--- config.mk ---
export PLATFORM = sky130hd
export DESIGN_NAME = pcld_csr
export DESIGN_NICKNAME = d
export VERILOG_FILES = /design/src/hdl/pcld_pkg.sv /design/src/hdl/pcld_csr.sv
export SDC_FILE = /design/constraint.sdc
export NUM_CORES = 1
export LEC_CHECK = 0
export BUFFER_PORTS_ARGS = -buffer_cell sky130_fd_sc_hd__buf_2
export CAP_MARGIN = 20
export CORE_MARGIN = 8
export CORE_UTILIZATION = 51
export CTS_CLUSTER_DIAMETER = 60
export CTS_CLUSTER_SIZE = 8
export DETAILED_ROUTE_END_ITERATION = 12
export HOLD_SLACK_MARGIN = 0.15
export PLACE_DENSITY = 0.77
export SYNTH_ARGS = -nofsm -noshare
export SYNTH_HDL_FRONTEND = slang
export SYNTH_SLANG_ARGS = --single-unit
--- constraint.sdc ---
create_clock -name clock -period 2.5 [get_ports clock]
set_input_delay 0.5 -clock clock [delete_from_list [all_inputs] [get_ports clock]]
set_output_delay 0.5 -clock clock [all_outputs]
set_load 0.1 [all_outputs]
--- src/hdl/pcld_pkg.sv ---
`timescale 1ns / 1ps
`default_nettype none

package pcld_pkg;

   // widths of the sample path and the gain format
   localparam int SAMPLE_BITS    = 16;
   localparam int GAIN_FRAC_BITS = 16;
   localparam int GAIN_W         = 32;
   localparam int CODE_W         = 16;
   localparam int ERR_BITS       = SAMPLE_BITS + 1;
   localparam int DIFF_W         = ((SAMPLE_BITS > CODE_W) ? SAMPLE_BITS : CODE_W) + 1;
   localparam int DD_W           = DIFF_W + 1;
   localparam int PROD_W         = GAIN_W + DIFF_W;
   localparam int DPROD_W        = GAIN_W + DD_W;
   localparam int ACC_W          = CODE_W + 1 + GAIN_FRAC_BITS;
   localparam int ISUM_W         = PROD_W + 1;
   localparam int SUM_W          = PROD_W + 3;
   localparam int SQ_W           = 2 * DIFF_W;
   localparam int SSUM_W         = 63;
   localparam int CNT_W          = 32;

   // configuration port
   localparam int DATA_W  = 32;
   localparam int IDX_W   = 3;
   localparam int ADDR_W  = IDX_W + 2;

   // queue between front and back
   localparam int QUEUE_DEPTH = 4;
   localparam int QPTR_W      = $clog2(QUEUE_DEPTH);
   localparam int QCNT_W      = $clog2(QUEUE_DEPTH + 1);

   // statistics start values
   localparam logic signed [DIFF_W-1:0] PEAK_HI_INIT = -(DIFF_W'(1) << (ERR_BITS - 1));
   localparam logic signed [DIFF_W-1:0] PEAK_LO_INIT =
      (DIFF_W'(1) << (ERR_BITS - 1)) - DIFF_W'(1);
   localparam logic signed [SUM_W-1:0]  ROUND_HALF   = SUM_W'(1) << (GAIN_FRAC_BITS - 1);

   typedef enum logic [IDX_W-1:0] {
      REG_P_GAIN      = 3'd0,
      REG_KI_GAIN     = 3'd1,
      REG_KD_GAIN     = 3'd2,
      REG_TARGET      = 3'd3,
      REG_OFFSET      = 3'd4,
      REG_LOCK_WINDOW = 3'd5,
      REG_RAILS       = 3'd6,
      REG_INT_LIMITS  = 3'd7
   } reg_index_type;

   // item classes decided by the front
   typedef enum logic [1:0] {
      OP_IDLE    = 2'd0,
      OP_RUN     = 2'd1,
      OP_CLEAR   = 2'd2,
      OP_RESTART = 2'd3
   } op_type;

   typedef struct packed {
      logic signed [GAIN_W-1:0] p_gain;
      logic signed [GAIN_W-1:0] ki_gain;
      logic signed [GAIN_W-1:0] kd_gain;
      logic signed [CODE_W-1:0] target_code;
      logic signed [CODE_W-1:0] drive_offset;
      logic        [CODE_W-1:0] lock_window;
      logic signed [CODE_W-1:0] rail_min;
      logic signed [CODE_W-1:0] rail_max;
      logic signed [CODE_W-1:0] int_min;
      logic signed [CODE_W-1:0] int_max;
   } cfg_type;

   localparam cfg_type CFG_RESET = '{
      p_gain:       32'sd65536,
      ki_gain:      '0,
      kd_gain:      '0,
      target_code:  '0,
      drive_offset: '0,
      lock_window:  '0,
      rail_min:     16'h8000,
      rail_max:     16'h7FFF,
      int_min:      16'h8000,
      int_max:      16'h7FFF
   };

   typedef struct packed {
      op_type                   op;
      logic signed [DIFF_W-1:0] err;
      logic signed [PROD_W-1:0] p_err;
      logic signed [PROD_W-1:0] ki_err;
      logic        [SQ_W-1:0]   sq;
      logic                     locked;
   } q_entry_type;

   typedef struct packed {
      logic full;
      logic empty;
   } q_status_type;

endpackage

`default_nettype wire

--- src/hdl/pcld_csr.sv ---
`timescale 1ns / 1ps
`default_nettype none

module pcld_csr (
   input  wire logic                           clock,
   input  wire logic                           reset,
   input  wire logic                           psel,
   input  wire logic                           penable,
   input  wire logic                           pwrite,
   input  wire logic [pcld_pkg::ADDR_W-1:0]    paddr,
   input  wire logic [pcld_pkg::DATA_W-1:0]    pwdata,
   output logic      [pcld_pkg::DATA_W-1:0]    prdata,
   output logic                                pready,
   output pcld_pkg::cfg_type                   cfg
);

   localparam int CW = pcld_pkg::CODE_W;

   pcld_pkg::cfg_type       cfg_ff, cfg_in;
   pcld_pkg::reg_index_type idx;
   logic                    wr_en;

   assign idx    = pcld_pkg::reg_index_type'(paddr[pcld_pkg::ADDR_W-1:2]);
   assign wr_en  = psel && penable && pwrite;
   assign pready = 1'b1;
   assign cfg    = cfg_ff;

   // register write decode
   always_comb begin
      cfg_in = cfg_ff;
      if (wr_en) begin
         case (idx)
            pcld_pkg::REG_P_GAIN:      cfg_in.p_gain       = pwdata;
            pcld_pkg::REG_KI_GAIN:     cfg_in.ki_gain      = pwdata;
            pcld_pkg::REG_KD_GAIN:     cfg_in.kd_gain      = pwdata;
            pcld_pkg::REG_TARGET:      cfg_in.target_code  = pwdata[CW-1:0];
            pcld_pkg::REG_OFFSET:      cfg_in.drive_offset = pwdata[CW-1:0];
            pcld_pkg::REG_LOCK_WINDOW: cfg_in.lock_window  = pwdata[CW-1:0];
            pcld_pkg::REG_RAILS: begin
               cfg_in.rail_min = pwdata[CW-1:0];
               cfg_in.rail_max = pwdata[2*CW-1:CW];
            end
            pcld_pkg::REG_INT_LIMITS: begin
               cfg_in.int_min = pwdata[CW-1:0];
               cfg_in.int_max = pwdata[2*CW-1:CW];
            end
            default: cfg_in = cfg_ff;
         endcase
      end
   end

   always_ff @(posedge clock) begin
      if (reset) begin
         cfg_ff <= pcld_pkg::CFG_RESET;
      end else begin
         cfg_ff <= cfg_in;
      end
   end

   // register read mux
   always_comb begin
      case (idx)
         pcld_pkg::REG_P_GAIN:      prdata = cfg_ff.p_gain;
         pcld_pkg::REG_KI_GAIN:     prdata = cfg_ff.ki_gain;
         pcld_pkg::REG_KD_GAIN:     prdata = cfg_ff.kd_gain;
         pcld_pkg::REG_TARGET:      prdata = {{(32-CW){1'b0}}, cfg_ff.target_code};
         pcld_pkg::REG_OFFSET:      prdata = {{(32-CW){1'b0}}, cfg_ff.drive_offset};
         pcld_pkg::REG_LOCK_WINDOW: prdata = {{(32-CW){1'b0}}, cfg_ff.lock_window};
         pcld_pkg::REG_RAILS:       prdata = {cfg_ff.rail_max, cfg_ff.rail_min};
         pcld_pkg::REG_INT_LIMITS:  prdata = {cfg_ff.int_max, cfg_ff.int_min};
         default:                   prdata = '0;
      endcase
   end

endmodule

`default_nettype wire

==> out/results.tsv, run 1 <==
stage	metric	value	unit
run_status	status	completed	
critical_path	RR Endpoint	cfg[146]	
placed_design	placed insts	1622	
global_routing	first-pass GRT wire length	52.7	mm
power_and_ir_drop	maximum VDD drop	615	µV
yosys	Synth Area in Simple Gates	22.5	%
clock_network	clk slew on worst S/H paths	0.05	ns
critical_path	CP Depth	5	
yosys	Mapped Area	9130	µm²
yosys	Post-Synth XOR/XNOR Area	0	%
yosys	compound-gate portion of the synthesized area	17.6	%
critical_path	startpoint types	register	
critical_path	Crit Reg-Reg Startpoint	cfg[146]	
route	DR vias/cell	5.84	
route	DRT Pass-1 Iters	5	
floorplan	row cnt	49	
global_routing	met3 GRT Util	6.26	%
global_routing	grt peak-use layer	met2	
power_and_ir_drop	Sequential Power Share	42.9	%
route	drt wl/cell	20.9	µm
power_and_ir_drop	Pwr Density	623	nW/µm²
critical_path	Worst EP required	2.00	ns
global_routing	GRT overflow	0	
placed_design	Port Buffers	279	
route	DR iter-0 viols	761	
finish	final net count	1466	
floorplan	width of the chip	150	µm
floorplan	Die Ht	150	µm
critical_path	R2R cell count	2	
critical_path	worst-path cell chain	mux2_2, a22o_1, a221oi_2, nor2_4, buf_12	
timing	Rel. slew slack	42.4	%
timing	final setup skew	0	ns
timing	Slew @ Worst Pin	0.864	ns
clock_network	CTS H-tree depth	1	
yosys	post-synthesis mux area share	7.50	%
floorplan	Ports	283	
timing	Tmin final	2.46	ns
route	number of remaining DRC errors	0	
finish	commonest non-fill, non-tap cells in the layout	388 x nand2_1, 243 x buf_2, 192 x a21oi_1	
critical_path	Worst EP arrival	1.96	ns
timing	RSZ-0062 raised after global routing	no	
placed_design	hpwl dp	24.1	mm
yosys	main combinational cell family by area after synthesis	simple AND/OR/NAND/NOR gates	
global_routing	vias in the first global route	9408	
finish	P&R area growth vs syn	38.2	%
timing	Fin. Hold Viols	0	
clock_network	Clock Sink Count	208	
floorplan	CORE AREA	17800	µm²
power_and_ir_drop	switch share	27.6	%
yosys	Post-Synthesis Cells	1181	
power_and_ir_drop	cell internal pwr	5.69	mW
global_routing	routing usage on met1	37.4	%
critical_path	crit-path leading delay family	compound AO/OA/AOI/OAI gates	
global_routing	initial antenna violation count	2	
flow_run	max-cap viol count	0	
power_and_ir_drop	Total Power	7.86	mW
critical_path	critical path class	reg -> out	
critical_path	Slowest-stage cell, CP	a221oi_2	
clock_network	TritonCTS clock tree	done	
power_and_ir_drop	Leak Pwr	5.26	nW
yosys	sequential cell area fraction in the yosys report	45.6	%
finish	share of cells above drive strength 1	33.9	%
global_routing	met2 usage	46.5	%
critical_path	Crit. End Element	output pin	
timing	setup violators final	0	
clock_network	total CTS buffers	29	
power_and_ir_drop	Comb power frac	14.8	%
route	antenna-violating nets left	0	
yosys	Netlist cell types	30	
global_routing	largest net degree at the start of global routing	59	
floorplan	Initial Util	51.4	%
finish	most common cell after layout, fill and taps aside	nand2_1	
route	via count	9665	
timing	Tcrit/Tclk final	98.6	%
floorplan	die area	22400	µm²
placed_design	gpl congestion	0.900	
power_and_ir_drop	share of total power in the clock network	42.3	%
timing	Slew Viols, Final	0	
yosys	synthesized net count	1223	
critical_path	flop2flop setup slack	1.77	ns
min_path	Hold WC Path Type	in -> reg	
timing	fmax	406	MHz
critical_path	CP peak stage delay	0.37	ns
yosys	FF+latch count, synth	208	
power_and_ir_drop	Net Switching	2.17	mW
clock_network	clock buffer depth	3	
clock_network	root buf cell	clkbuf_16	
critical_path	beginning of the critical path	cfg[20]	
global_routing	Global Route Usage Sum	29.6	%
finish	max reg flops	208	
route	WL final	34.6	mm
critical_path	Worst Path Max Fanout	3	
critical_path	CP Capture Point	prdata[4]	
critical_path	WP buf/inv	1	
clock_network	Clock Latency Late Sink	0.52	ns
yosys	Synth Warn #	0	
yosys	Synth Area per Inst	7.73	µm²
finish	Finished Layout Cells	1654	
yosys	adder-cell share of the synthesized area	0	%
-- layout make-up --
type / instances / area [µm²]
antenna: 2 / 5.00
clock buffer: 29 / 726
clock inverter: 1 / 8.76
fill: 1371 / 5160
inverter: 13 / 48.8
multi-input combinational: 844 / 4930
sequential: 208 / 4210
tap: 229 / 287
timing repair buffer: 328 / 2410
-- cells in the mapped netlist (all sizes together) --
cell type,instances,area [µm²]
nand2b,2,12.5
nor2,56,218
or2,4,25.0
dfxtp,208,4160
inv,13,48.8
o32ai,1,8.76
a221oi,26,228
nor3,2,20.0
mux4,3,67.6
mux2i,47,470
mux2,13,146
or3,4,25.0
nand3b,33,248
clkbuf,57,214
o22ai,15,93.8
nand2,389,1460
nand4,1,6.26
a211o,3,26.3
buf,59,353
a22o,13,114
nor2b,3,18.8
a21oi,195,976
nand4b,1,23.8
conb,1,3.75
o21ai,32,160
-- worst register-to-register path: cells and delay by family, from the launching register on --
kind / cells / cell delay (ns)
simple gates: 1 / 0.09
compound gates: 1 / 0.17
flops: 1 / 0.40
-- cells by family after synthesis --
| family | Yosys count |
|---|---|
| buf+inv | 129 |
| flops | 208 |
| compound gates | 285 |
| simple gates | 495 |
| other cells | 1 |
| mux | 63 |
-- power by group through the flow --
stage               Sequential (mW)  Clock, mW  Combinational, mW
CTS                            3.37       3.35               1.15
detailed placement             3.44          0               1.15
finish                         3.37       3.32               1.17
global route                   3.37       3.50               1.20
global placement               3.44          0               1.14
floorplan                      3.63          0              0.601
-- through the flow --
step	util, %	hold WS [ns]	setup TNS [ns]	area (µm²)	worst slack [ns]
after global placement	66.5	0.448	-3.12	11800	-0.115
final	71.0	0.254	0	12600	0.0359
after global routing	71.0	0.251	0	12600	0.00739
after floorplan	-	0.621	-1.54	9690	-0.109
after CTS	70.7	0.242	0	12600	0.00375
after detailed placement	66.5	0.451	-5.06	11800	-0.114
-- how the worst min path moves through the flow --
stage / start / endpoint / slack (ns) / cells after the start
after floorplan: pwdata[26] / cfg[10] / 0.62 / 2
after global placement: cfg[62] / cfg[62] / 0.45 / 2
after detailed placement: cfg[48] / cfg[48] / 0.45 / 2
after CTS: pwdata[17] / cfg[33] / 0.24 / 3
after global routing: pwdata[17] / cfg[193] / 0.25 / 3
final: pwdata[22] / cfg[38] / 0.25 / 3
-- metal layers --
metal,up-vias,part of all wire [%]
met5,-,0
met4,0,5.3
met3,111,10
met2,585,46
met1,4548,39
li1,4421,-
-- repair_timing --
| action | CTS | global route |
|---|---|---|
| endpoints found under the hold margin | 0 | 0 |
| setup buffers | 0 | 0 |
| gates resized for setup | 4 | 6 |
| pin swaps | 0 | 1 |
| endpoints found under the setup margin | 20 | 20 |
| hold buffers | 0 | 0 |
Power figures use the tool's default switching activity.
==> run 2: changes to the inputs <==
- RECOVER_POWER: not set -> 25
==> out/results.tsv, run 2 (synthesized netlist as in run 1, its figures left out) <==
stage	metric	value	unit	change
run_status	status	completed		
critical_path	Worst EP required	2.00	ns	about the same
min_path	end of the worst hold path	cfg[38]		
floorplan	CORE AREA	17800	µm²	unchanged
finish	share of cells above drive strength 1	33.0	%	-0.98 points
clock_network	CTS H-tree depth	1		unchanged
flow_run	max-cap viol count	0		unchanged
finish	commonest non-fill, non-tap cells in the layout	388 x nand2_1, 240 x buf_2, 192 x a21oi_1		
route	DR iter-0 viols	771		+1.3%
global_routing	vias in the first global route	9408		unchanged
floorplan	row cnt	49		unchanged
timing	Rel. slew slack	5.89	%	-36 points
floorplan	Die Ht	150	µm	unchanged
finish	most common cell after layout, fill and taps aside	nand2_1		
timing	Slew @ Worst Pin	1.41	ns	+0.547 ns
timing	final setup skew	0	ns	unchanged
route	drt wl/cell	20.9	µm	+0.11%
timing	Tcrit/Tclk final	98.6	%	about the same
power_and_ir_drop	Leak Pwr	5.22	nW	-0.84%
critical_path	Worst Path Max Fanout	3		unchanged
global_routing	first-pass GRT wire length	52.7	mm	unchanged
floorplan	width of the chip	150	µm	unchanged
clock_network	TritonCTS clock tree	done		
critical_path	R2R cell count	2		unchanged
power_and_ir_drop	Pwr Density	626	nW/µm²	+0.38%
timing	hold slack	0.254	ns	-0.0000820 ns
global_routing	initial antenna violation count	2		unchanged
min_path	Hold WC Path Type	in -> reg		
critical_path	Crit. End Element	output pin		
global_routing	largest net degree at the start of global routing	59		unchanged
route	via count	9663		-0.021%
finish	final net count	1466		unchanged
route	DRT Pass-1 Iters	5		unchanged
timing	fmax	406	MHz	about the same
critical_path	flop2flop setup slack	1.76	ns	about the same
floorplan	die area	22400	µm²	unchanged
clock_network	clk slew on worst S/H paths	0.05	ns	about the same
finish	max reg flops	208		unchanged
placed_design	hpwl dp	24.1	mm	unchanged
critical_path	Crit Reg-Reg Startpoint	cfg[175]		
finish	P&R area growth vs syn	37.7	%	
clock_network	total CTS buffers	29		unchanged
clock_network	Clock Latency Late Sink	0.52	ns	about the same
placed_design	Port Buffers	279		unchanged
critical_path	Slowest-stage cell, CP	a221oi_2		
route	number of remaining DRC errors	0		unchanged
floorplan	Initial Util	51.4	%	unchanged
placed_design	placed insts	1622		unchanged
floorplan	Ports	283		unchanged
critical_path	worst-path cell chain	mux2_2, a22o_1, a221oi_2, nor2_4, buf_12		
critical_path	startpoint types	register		
timing	setup violators final	0		unchanged
clock_network	Clock Sink Count	208		unchanged
global_routing	GRT overflow	0		unchanged
min_path	Hold Path Depth	3		unchanged
critical_path	critical path class	reg -> out		
min_path	hold_sp	pwdata[22]		
power_and_ir_drop	maximum VDD drop	612	µV	-0.41%
global_routing	Global Route Usage Sum	29.6	%	unchanged
clock_network	root buf cell	clkbuf_16		
route	antenna-violating nets left	0		unchanged
clock_network	clock buffer depth	3		unchanged
route	WL final	34.6	mm	about the same
critical_path	CP peak stage delay	0.37	ns	about the same
route	DR vias/cell	5.85		+0.10%
timing	RSZ-0062 raised after global routing	no		
power_and_ir_drop	Total Power	7.87	mW	about the same
timing	Fin. Hold Viols	0		unchanged
finish	Finished Layout Cells	1652		-0.12%
placed_design	gpl congestion	0.900		unchanged
finish	Ant. Diodes	0		-2
finish	FILL cells	1384		+0.95%
timing	Slew Viols, Final	0		unchanged
critical_path	RR Endpoint	cfg[175]		
critical_path	Worst EP arrival	1.97	ns	about the same
timing	Tmin final	2.47	ns	+0.00155 ns
timing	Sum Neg Setup Slack	0	ns	unchanged
run 2: changes by cell type in the layout (fill, tap and decap cells not counted), sizes merged:
cell    delta
diode      -2
buf       -12
clkbuf    +12
run 2: how the worst max path moves through the flow:
stage / from / end / slack, ns / depth (start not counted)
6_report: cfg[20] / prdata[4] / 0.03 / 5
5_1_grt: cfg[31] / prdata[15] / 0.007 / 6
4_1_cts: cfg[31] / prdata[15] / 0.004 / 6
3_5_place_dp: paddr[3] / cfg[47] / -0.11 / 7
3_3_place_gp: paddr[3] / prdata[15] / -0.11 / 7
2_1_floorplan: paddr[4] / prdata[16] / -0.11 / 4
run 2: power by group:
part	internal (mW)	total, mW	switching [mW]	leakage [nW]
sequential	3.35	3.37	0.0234	1.70
clock	2.01	3.33	1.32	0.362
combinational	0.326	1.16	0.836	3.16
total	5.69	7.87	2.18	5.22
run 2: critical path, delay by kind of cell (launching register included):
kind,cells,cell delay (ns)
multiplexers,1,0.28
AO/OA/AOI/OAI,2,0.60
flip-flops,1,0.32
AND/OR/NAND/NOR,1,0.08
buffers and inverters,1,0.17
run 2: area by class of cell:
type	count	area, µm²	share of cell area (%)
sequential	208	4210	33.5
inverter	13	48.8	0.388
clock buffer	29	726	5.77
timing repair buffer	328	2370	18.9
tap	229	287	2.28
multi-input combinational	844	4930	39.2
clock inverter	1	8.76	0.0696
run 2: metrics by stage:
| stage | util (%) | setup slack (ns) | area, µm² |
|---|---|---|---|
| after floorplan | - | -0.109 | 9690 |
| after global placement | 66.5 | -0.115 | 11800 |
| after detailed placement | 66.5 | -0.114 | 11800 |
| after CTS | 70.7 | 0.00375 | 12600 |
| after global routing | 70.7 | 0.00739 | 12600 |
| final | 70.7 | 0.0343 | 12600 |
run 2: routing by layer:
layer,GRT usage [%],wire (µm),up-vias
li1,-,-,4421
met1,37.4,13500,4564
met2,46.5,15800,558
met3,6.26,3340,116
met4,16.7,1890,4
met5,0,22,-
run 2: what timing repair did:
item	in CTS	in global routing
endpoints found under the setup margin	20	20
hold buffers	0	0
setup buffers	0	0
pin swaps	0	1
resized for setup	4	6
==> run 3: changes to the inputs <==
- ABC_AREA: not set -> 1
- CORE_UTILIZATION: 51 -> 52
- PLACE_DENSITY: 0.77 -> 0.78
==> out/results.tsv, run 3 <==
stage	metric	value	unit	change
run_status	status	completed		
global_routing	largest net degree at the start of global routing	133		+130%
global_routing	first-pass GRT wire length	56.9	mm	+7.9%
finish	Finished Layout Cells	1806		+9.3%
timing	Slew Viols, Final	0		unchanged
critical_path	Worst Path Max Fanout	22		+19
floorplan	CORE AREA	17800	µm²	+0.34%
clock_network	hold_buf cts	0		unchanged
clock_network	Clock Sink Count	208		unchanged
route	WL final	37.4	mm	+8.2%
floorplan	Ports	283		unchanged
global_routing	Global Route Usage Sum	31.9	%	+2.3 points
finish	Finished Core Util	67.9	%	-2.9 points
clock_network	clock buffer depth	3		unchanged
yosys	Synth top cells by count	303 x nor2_1, 229 x nand2_1, 208 x dfxtp_1, 134 x o21ai_0, 112 x nor3_1		
flow_run	max-cap viol count	0		unchanged
global_routing	vias in the first global route	10100		+7.2%
power_and_ir_drop	maximum VDD drop	600	µV	-1.9%
floorplan	die area	22600	µm²	+0.58%
placed_design	hpwl dp	25.8	mm	+7.2%
timing	Slew @ Worst Pin	1.05	ns	-0.357 ns
critical_path	startpoint types	primary input		
critical_path	R2R cell count	2		unchanged
finish	share of cells above drive strength 1	24.9	%	-8.1 points
placed_design	gpl congestion	0.919		+2.1%
finish	max reg flops	208		unchanged
yosys	top cell type by total area after synthesis	dfxtp_1		
route	DR iter-0 viols	1293		+68%
yosys	Synth Area per Inst	6.91	µm²	-11%
timing	fmax	421	MHz	+3.9%
clock_network	root buf cell	clkbuf_16		
critical_path	Crit. End Element	register		
critical_path	Worst EP arrival	2.84	ns	+0.87 ns
floorplan	Die Ht	150	µm	+0.29%
timing	RSZ-0062 raised after global routing	no		
floorplan	Initial Util	52.5	%	+1.2 points
finish	P&R area growth vs syn	29.2	%	
yosys	Synth Warn #	0		unchanged
finish	final net count	1617		+10%
finish	commonest non-fill, non-tap cells in the layout	307 x nor2_1, 246 x buf_2, 214 x nand2_1		
timing	Tmin final	2.37	ns	-0.0920 ns
placed_design	Place WS	0.166	ns	+0.280 ns
timing	final setup skew	0	ns	unchanged
timing	Tcrit/Tclk final	94.9	%	-3.7 points
yosys	synthesized net count	1398		+14%
yosys	top_reg_cell synth	dfxtp_1		
finish	FILL cells	1449		+4.7%
yosys	Netlist cell types	25		-17%
clock_network	post-CTS sizing	0		-4
critical_path	Crit Reg-Reg Startpoint	cfg[100]		
timing	final worst setup slack	0.126	ns	+0.0920 ns
route	DRT Pass-1 Iters	5		unchanged
finish	most common cell after layout, fill and taps aside	nor2_1		
power_and_ir_drop	Pwr Density	652	nW/µm²	+4.2%
route	drt wl/cell	20.7	µm	-1.1%
min_path	Hold WC Path Type	in -> reg		
floorplan	width of the chip	150	µm	+0.29%
route	number of remaining DRC errors	0		unchanged
yosys	async set-reset flop share out of synthesis	0	%	unchanged
yosys	Post-Synthesis Cells	1356		+15%
critical_path	RR Endpoint	cfg[100]		
clock_network	CTS H-tree depth	1		unchanged
clock_network	TritonCTS clock tree	done		
route	antenna-violating nets left	0		unchanged
clock_network	total CTS buffers	29		unchanged
power_and_ir_drop	Leak Pwr	5.96	nW	+14%
finish	FF/Latch Area	4160	µm²	-1.1%
route	DR vias/cell	5.90		+0.84%
yosys	post-synth top area share	44.4	%	-1.2 points
clock_network	Clock Latency Late Sink	0.52	ns	about the same
yosys	Mapped Area	9370	µm²	+2.6%
clock_network	Setup Buffers After CTS	0		unchanged
timing	setup violators final	0		unchanged
finish	multi-input logic area	4550	µm²	-7.6%
timing	Fin. Hold Viols	0		unchanged
global_routing	initial antenna violation count	3		+1
global_routing	GRT overflow	0		unchanged
yosys	FF+latch count, synth	208		unchanged
critical_path	critical path class	in -> reg		
yosys	Synth area leaders	dfxtp_1 44%, nor2_1 12%, nand2_1 9.2%		
floorplan	row cnt	49		unchanged
timing	Sum Neg Setup Slack	0	ns	unchanged
placed_design	Port Buffers	279		unchanged
critical_path	CP Capture Point	cfg[85]		
critical_path	flop2flop setup slack	1.79	ns	+0.03 ns
clock_network	clk slew on worst S/H paths	0.05	ns	about the same
critical_path	Worst EP required	2.96	ns	+0.96 ns
timing	Rel. slew slack	29.4	%	+24 points
placed_design	placed insts	1773		+9.3%
critical_path	beginning of the critical path	pwrite		
yosys	most frequent cell after synthesis	nor2_1		
yosys	number of flops mapped to enable cells by yosys	0		unchanged
yosys	sequential cell area fraction in the yosys report	44.4	%	-1.2 points
route	via count	10700		+10%
==> run 3: changes by cell type after synthesis, moves of 26 or more <==
cell,change
nand2_1,-160
nand3b_1,-33
nor3_1,+112
mux2i_1,-47
a221oi_1,-26
o21ai_1,+57
nand3_1,+50
a21oi_1,-195
nand4_1,+63
o21ai_0,+102
nor2_1,+250
==> run 3: area by class of cell <==
type	count	area share (%)
Timing Repair Buffer	311	18.2
Inverter	43	1.39
Antenna cell	4	0.0827
Tap cell	229	2.37
Sequential cell	208	34.4
Multi-Input combinational cell	982	37.6
Clock buffer	29	5.99
==> run 3: per-stage QoR <==
step,cell area (µm²),hold slack [ns],power (mW)
final,12100,0.255,7.89
after global routing,12100,0.259,8.09
after CTS,12200,0.237,7.89
after detailed placement,11400,0.485,4.60
after global placement,11400,0.474,4.60
after floorplan,9490,0.613,4.27
==> run 3: cell families after synthesis <==
logic type             Yosys count  synth area share, %
AOI/OAI and AO/OA              207                 11.5
buffers and inverters          166                 7.94
DFF                            208                 44.4
other                            1               0.0400
and+or+nand+nor                774                 36.1
==> run 3: metal layers <==
metal | GRT usage, % | part of all wire [%]
met4 | 19.0 | 6.3
met5 | 0 | 0.035
met3 | 7.39 | 12
met1 | 40.7 | 38
met2 | 48.6 | 44
==> run 3: worst max-delay path: stages <==
cell and delay, ns:
clkbuf_1 0.11, nand3_2 0.53, clkbuf_4 0.49, nor2_1 0.85, o21ai_0 0.21, nor2_1 0.12
==> run 3: how the worst min path moves through the flow <==
stage                           from      end  slack, ns  cells after the start
after floorplan           pwdata[16]   cfg[0]       0.61                      2
after global placement       cfg[14]  cfg[14]       0.47                      2
after detailed placement     cfg[12]  cfg[12]       0.49                      2
after CTS                 pwdata[23]   cfg[7]       0.24                      3
after global routing      pwdata[25]   cfg[9]       0.26                      3
final                     pwdata[23]   cfg[7]       0.26                      3
==> run 3: power by group <==
group | internal, mW | switching, mW
logic | 0.239 | 0.906
registers | 3.37 | 0.0373
clock network | 2.01 | 1.34
total | 5.61 | 2.28
